===== config.mk =====
export PLATFORM = sky130hd
export DESIGN_NAME = ffha_ctrl
export DESIGN_NICKNAME = d
export VERILOG_FILES = /design/src/rtl/ffha_pkg.sv /design/src/rtl/ffha_ctrl.sv
export SDC_FILE = /design/constraint.sdc
export NUM_CORES = 1
export LEC_CHECK = 0
export BUFFER_PORTS_ARGS = -buffer_cell sky130_fd_sc_hd__buf_2
export CAP_MARGIN = 10
export CELL_PAD_IN_SITES_DETAIL_PLACEMENT = 1
export CELL_PAD_IN_SITES_GLOBAL_PLACEMENT = 1
export CORE_MARGIN = 2
export CORE_UTILIZATION = 24
export CTS_BUF_LIST = sky130_fd_sc_hd__clkbuf_4
export CTS_CLUSTER_SIZE = 16
export DETAILED_ROUTE_END_ITERATION = 7
export GPL_ROUTABILITY_DRIVEN = 0
export PLACE_DENSITY = 0.73
export SLEW_MARGIN = 20
export SYNTH_ARGS = -nofsm -noshare
export SYNTH_HDL_FRONTEND = slang
export SYNTH_SLANG_ARGS = --single-unit

===== constraint.sdc =====
create_clock -name clk -period 1.49 [get_ports clk]
set_clock_uncertainty 0.1 [all_clocks]
set_input_delay 0.149 -clock clk [delete_from_list [all_inputs] [get_ports clk]]
set_output_delay 0.149 -clock clk [all_outputs]
set_load 0.01 [all_outputs]

===== src/rtl/ffha_pkg.sv =====
`default_nettype none
// ----------------------------------------------------------------------------
// ffha_pkg
// Shared constants, status codes and control structs of the heap allocator.
// ----------------------------------------------------------------------------
package ffha_pkg;

  localparam int POOL_BYTES_DEF = 4096;
  localparam int SizeW = 15;   // block size field of a header
  localparam int OffW  = 12;   // pointer and offset width at the ports
  localparam int ReqW  = 12;
  localparam int SumW  = 17;   // header position plus header plus size
  localparam int CntW  = 32;
  localparam int StW   = 3;

  localparam logic [StW-1:0] ST_ALLOC_OK = 3'd0;
  localparam logic [StW-1:0] ST_NO_FIT   = 3'd1;
  localparam logic [StW-1:0] ST_FREE_OK  = 3'd2;
  localparam logic [StW-1:0] ST_NULL     = 3'd3;
  localparam logic [StW-1:0] ST_UNKNOWN  = 3'd4;
  localparam logic [StW-1:0] ST_REPEAT   = 3'd5;

  localparam logic OP_ALLOC = 1'b0;
  localparam logic OP_FREE  = 1'b1;

  typedef struct packed {
    logic           init;       // write the reset header at offset 0
    logic           load;       // take a new item, restart the walk
    logic           rd_at;      // read the header at the walk position
    logic           rd_next;    // read the header after the found block
    logic           adv;        // step the walk to the next block
    logic           keep_blk;   // hold the found block's size
    logic           merge_next; // absorb the free successor
    logic           wr_alloc;
    logic           wr_rest;
    logic           wr_blk;
    logic           wr_prev;
    logic           finish;
    logic [StW-1:0] status;
  } cmd_t;

  typedef struct packed {
    logic alloc_room;  // header plus at least one byte fits before the end (alloc walk)
    logic free_room;   // a full header fits before the end (free walk)
    logic at_match;    // walk position is the freed block
    logic used;        // allocated flag of the header just read
    logic fits;        // header just read is free and large enough
    logic next_ok;     // successor header lies inside the pool
    logic rest_split;  // remainder big enough for its own header
    logic prev_merge;  // predecessor exists and is free
  } stat_t;

endpackage
`default_nettype wire


===== src/rtl/ffha_ctrl.sv =====
`default_nettype none
// ----------------------------------------------------------------------------
// ffha_ctrl
// Sequencer of the allocator: header walk, split, free and merge steps.
// ----------------------------------------------------------------------------
module ffha_ctrl (
  input  wire logic           clk,
  input  wire logic           rst,
  input  wire logic           start,
  input  wire logic           opcode,
  input  wire logic           pointer_null,
  input  wire ffha_pkg::stat_t stat,
  output ffha_pkg::cmd_t      cmd,
  output logic                busy
);

  localparam logic [3:0] S_INIT = 4'd0;
  localparam logic [3:0] S_IDLE = 4'd1;
  localparam logic [3:0] S_RD   = 4'd2;
  localparam logic [3:0] S_EV   = 4'd3;
  localparam logic [3:0] S_RN   = 4'd4;
  localparam logic [3:0] S_EN   = 4'd5;
  localparam logic [3:0] S_WB   = 4'd6;
  localparam logic [3:0] S_WP   = 4'd7;
  localparam logic [3:0] S_WA   = 4'd8;
  localparam logic [3:0] S_WR   = 4'd9;

  logic [3:0] state, state_next;
  logic       op, op_next;

  always_ff @(posedge clk) begin
    if (rst) begin
      state <= S_INIT;
      op    <= ffha_pkg::OP_ALLOC;
    end else begin
      state <= state_next;
      op    <= op_next;
    end
  end

  assign busy = (state != S_IDLE);

  always_comb begin
    cmd        = '0;
    state_next = state;
    op_next    = op;
    unique case (state)
      S_INIT: begin
        cmd.init   = 1'b1;
        state_next = S_IDLE;
      end
      S_IDLE: begin
        if (start) begin
          cmd.load = 1'b1;
          op_next  = opcode;
          if (opcode == ffha_pkg::OP_FREE && pointer_null) begin
            cmd.finish = 1'b1;
            cmd.status = ffha_pkg::ST_NULL;
          end else begin
            state_next = S_RD;
          end
        end
      end
      S_RD: begin
        if (op == ffha_pkg::OP_FREE ? stat.free_room : stat.alloc_room) begin
          cmd.rd_at  = 1'b1;
          state_next = S_EV;
        end else begin
          cmd.finish = 1'b1;
          cmd.status = (op == ffha_pkg::OP_FREE) ? ffha_pkg::ST_UNKNOWN
                                                 : ffha_pkg::ST_NO_FIT;
          state_next = S_IDLE;
        end
      end
      S_EV: begin
        if (op == ffha_pkg::OP_ALLOC) begin
          if (stat.fits) begin
            cmd.keep_blk = 1'b1;
            state_next   = S_WA;
          end else begin
            cmd.adv    = 1'b1;
            state_next = S_RD;
          end
        end else if (stat.at_match) begin
          if (!stat.used) begin
            cmd.finish = 1'b1;
            cmd.status = ffha_pkg::ST_REPEAT;
            state_next = S_IDLE;
          end else begin
            cmd.keep_blk = 1'b1;
            state_next   = S_RN;
          end
        end else begin
          cmd.adv    = 1'b1;
          state_next = S_RD;
        end
      end
      S_RN: begin
        if (stat.next_ok) begin
          cmd.rd_next = 1'b1;
          state_next  = S_EN;
        end else begin
          state_next = S_WB;
        end
      end
      S_EN: begin
        cmd.merge_next = !stat.used;
        state_next     = S_WB;
      end
      S_WB: begin
        cmd.wr_blk = 1'b1;
        if (stat.prev_merge) begin
          state_next = S_WP;
        end else begin
          cmd.finish = 1'b1;
          cmd.status = ffha_pkg::ST_FREE_OK;
          state_next = S_IDLE;
        end
      end
      S_WP: begin
        cmd.wr_prev = 1'b1;
        cmd.finish  = 1'b1;
        cmd.status  = ffha_pkg::ST_FREE_OK;
        state_next  = S_IDLE;
      end
      S_WA: begin
        cmd.wr_alloc = 1'b1;
        if (stat.rest_split) begin
          state_next = S_WR;
        end else begin
          cmd.finish = 1'b1;
          cmd.status = ffha_pkg::ST_ALLOC_OK;
          state_next = S_IDLE;
        end
      end
      S_WR: begin
        cmd.wr_rest = 1'b1;
        cmd.finish  = 1'b1;
        cmd.status  = ffha_pkg::ST_ALLOC_OK;
        state_next  = S_IDLE;
      end
      default: begin
        state_next = S_IDLE;
      end
    endcase
  end

endmodule
`default_nettype wire


Yosys cells after proc, flatten, opt, wreduce, memory -nomap -nowiden
Cells that the tools add are included.
{"block": "op_classes", "reduce_logical": 5, "muxes": 41, "n_eq_ne": 12}
{"op": "one-hot mux 4 bit (7 select lines)", "count": 2}
{"op": "2-to-1 mux 4 bit", "count": 13}
{"op": "2-to-1 mux 1 bit", "count": 18}
{"op": "== test 4 x 3 -> 1 bit (second input constant)", "count": 4}
{"op": "2-to-1 mux 3 bit", "count": 4}
{"op": "== test 4 x 2 -> 1 bit (second input constant)", "count": 2}
{"op": "== test 4 bit (second input constant)", "count": 2}
{"op": "2-to-1 mux 2 bit", "count": 4}
{"op": "== test 4 x 1 -> 1 bit (second input constant)", "count": 1}
{"op": "zero test 4 bit", "count": 1}
{"op": "inequality test 2 bit (second input constant)", "count": 2}
{"op": "inequality test 4 x 1 -> 1 bit (second input constant)", "count": 1}
{"op": "AND reduction 2 bit", "count": 2}
{"op": "logical AND 1 bit", "count": 1}
{"op": "zero test 1 bit", "count": 1}
{"block": "totals", "in_bits": 13, "register_bits": 5}

Longest topological paths before layout
{"block": "logic_depth", "depth_word": 4, "depth_mapped": 5}

Worst setup path after synthesis
No wires, ideal clock.
{"block": "synth_path", "kind": "reg-to-output", "start": "register state[1]", "end": "output cmd[3] (netlist bit)", "stages_incl_launch_ff": 5, "path_buffers": 0, "slack_ns": 0.091, "t_arrival_ns": 1.150, "required_ns": 1.241, "cell_sequence": "dfxtp_1 > nand2b_4 > nor4b_4 > nand3_1 > nand3_1"}
{"element": "from (decl)", "line_no": "ffha_ctrl.sv:28", "source": "logic [3:0] state, state_next;"}
{"element": "from (signal assigned)", "line_no": "ffha_ctrl.sv:36", "source": "state <= state_next;"}
{"element": "to (decl)", "line_no": "ffha_ctrl.sv:13", "source": "output ffha_pkg::cmd_t cmd,"}

==> impl_metrics.ini <==
[yosys]
syn_area_per_cell_um2 = 7.61
netlist_area_um2 = 548
synth_sequential_area_ratio_pct = 18.3
yosysUniqueCellTypes = 33
number_of_standard_cells_after_synthesis = 72
post-synth-top-area-cell = dfxtp_1
ys_seq_elements = 5
synthesis.yosys.warnings = 0
yosysTopAreaCellShare_pct = 18.3
syn_nets = 85
ys_top_cells_by_area = dfxtp_1 (18%), nand2b_1 (5.7%), a211oi_1 (5.5%)

[timing]
fmaxAchievable_ghz = 0.568
worst-slew-pin-transition_ns = 0.382
slew_viol_final = 0
grt_setup_unrepaired = true
worst_slack_ns = -0.271
fin_crit_ns = 1.76
timing.final.setup_violations = 17
part_of_the_cycle_the_worst_path_needs_pct = 118
hold_viol_final = 0
timing.max_slew.rel_slack_pct = 74.5

[placement]
place_hpwl_um = 1720
port_buffers = 28

[die]
dieArea_um2 = 2680
die_height_um = 51.8
boundaryPins = 29
coreArea_um2 = 2190
die_x_um = 51.8
num_rows = 17
floorplan.initialDensity_pct = 25.0

[power_and_ir_drop]
p_leak_nw = 0.535
power-per-cell-area_nw_per_um2 = 445
total_power_mw = 0.526
vdd.ir_drop.worst_uv = 295

[detailed_routing]
remaining_drc_errors = 0
drt-vias-per-instance = 5.24
postRouteWirelength_um = 2820
ant_nets = 0
detail_route.iter0.violations = 1
drt_pass1_iterations = 4
wire_per_inst_um = 18.1
num_vias = 817

[cts]
worst_skew_pair.late_latency_ns = 0.26
ctsRootBufferMaster = clkbuf_4
tritoncts = done
cts.reportedPaths.clkPinSlew_ns = 0.05
tritoncts_num_sinks = 5
cts-buffers-inserted = 3
clock_path_buffers = 2
clock_tree.htree_level_count = 1

[setup_path]
timing.critical_path.fanout_max = 4
crit-reg2reg-launch = state[1]$_SDFFE_PP0P_
regToRegSetupSlack_ns = -0.11
setup.worst_path.end_class = output pin
worstReg2RegEnd = state[1]$_SDFFE_PP0P_
critical_path_required_ns = 1.24
r2r.worst_path.cells = 6
critPathKind = reg -> out
worst-endpoint-arrival_ns = 1.51
worstSetupStartpointType = flop
critical_path.startpoint = state[3]$_SDFFE_PP0P_

[finish]
finish.net_count = 142
antenna-diode-count = 0
final_layout_size_suffix_gt1_share_pct = 68.8
syn_to_final_growth_pct = 116
finalCoreUtilization_pct = 54.0

[min_path]
worst_hold_path.endpoint = state[1]$_SDFFE_PP0P_
worst_hold_path.num_cells = 3
hold_path_class = in -> reg
holdCritStartpoint = stat[0]

[global_routing]
grt_antenna_before_repair = 0
grt_first_pass_wirelength_um = 4090
grt_overflow_total = 0
grt_usage_pct = 20.5
vias_in_the_first_global_route = 837
grt_start_max_net_pins = 10

[job]
max-cap-violations = 0

[run_status]
status = finished with violations
violations_in_the_final_reports = setup timing
[synth_stat cells (all sizes together)]
cell type	instances
a2111oi	1
a211oi	4
a21oi	4
a22oi	1
a311o	1
a31oi	3
a41oi	1
and2	1
and2b	1
and3	3
and3b	1
buf	5
dfxtp	5
inv	2
mux2i	2
nand2	6
nand2b	6
nand3	5
nor2	6
nor2b	1
nor3	2
nor4	3
nor4b	2
o21bai	1
o22ai	1
o2bb2ai	1
or3	3
[repair_timing]
item	CTS	global route
hold buffers	1	0
pin swaps	9	13
hold endpoints to repair	2	0
buffers inserted	7	7
gates resized for setup	37	19
endpoints found under the setup margin	21	20
[critical path: stages (launching register included)]
cell and delay, ns:
dfxtp_4 0.38, and2b_1 0.22, and3b_1 0.20, a211oi_2 0.22
nand3_1 0.10, buf_2 0.14
[layer usage]
| layer | GRT usage, % | share of wire [%] |
|---|---|---|
| met5 | 0 | 0 |
| met2 | 38.7 | 52 |
| met4 | 2.19 | 1.7 |
| met1 | 23.6 | 41 |
| met3 | 5.46 | 4.9 |
[cell families after synthesis]
group / Yosys count / synth area share (%)
multiplexers: 2 / 3.65
buffers and inverters: 7 / 8.22
AND/OR/NAND/NOR: 40 / 45.9
AO/OA/AOI/OAI: 18 / 24.0
flip-flops: 5 / 18.3
[layout by cell type, fill, tap and decap left out, drive strengths merged]
cell type     n
and3          3
a22oi         1
buf          56
nor2          6
nand2b        6
nand2         6
nor2b         1
dfxtp         5
inv           2
nor4b         2
or3           3
a211oi        4
clkbuf        4
nand3         5
a31oi         3
nor4          3
and3b         1
o2bb2ai       1
and2          1
o21bai        1
nor3          2
mux2i         2
a41oi         1
dlygate4sd3   1
and2b         1
a311o         1
o22ai         1
a21oi         4
a2111oi       1
[state kept, by name, summed over array words and instances (netlist names)]
register,cells
op,1
state,4
[power breakdown]
group          switching [mW]  internal, mW
registers              0.0122         0.134
logic                  0.0907        0.0953
clock network          0.0732         0.121
total                   0.176         0.350
[layout make-up]
class	count	area [µm²]
repair buffers	57	439
inverters	2	7.51
well taps	28	35.0
multi-input cells	60	554
flip-flops and latches	5	116
clock buffers	4	30.0
fillers	267	1010
[metrics by stage]
stage	TNS (ns)	area, µm²	std cells	hold slack (ns)	worst slack (ns)
final	-2.12	1180	156	0.126	-0.271
after global routing	-3.06	1180	156	0.122	-0.318
after CTS	-1.26	1060	151	0.0926	-0.221
after detailed placement	-0.267	813	140	0.260	-0.131
after global placement	-0.0341	813	140	0.263	-0.0267
after floorplan	0	548	72	0.118	0.0915
[how the worst max path moves through the flow]
stage	end	slack, ns
final	cmd[3]	-0.27
after floorplan	cmd[3]	0.09
after global placement	cmd[3]	-0.03
after detailed placement	cmd[3]	-0.13
after global routing	cmd[3]	-0.32
after CTS	cmd[3]	-0.22
No activity file was read; power rests on OpenSTA's default activity.
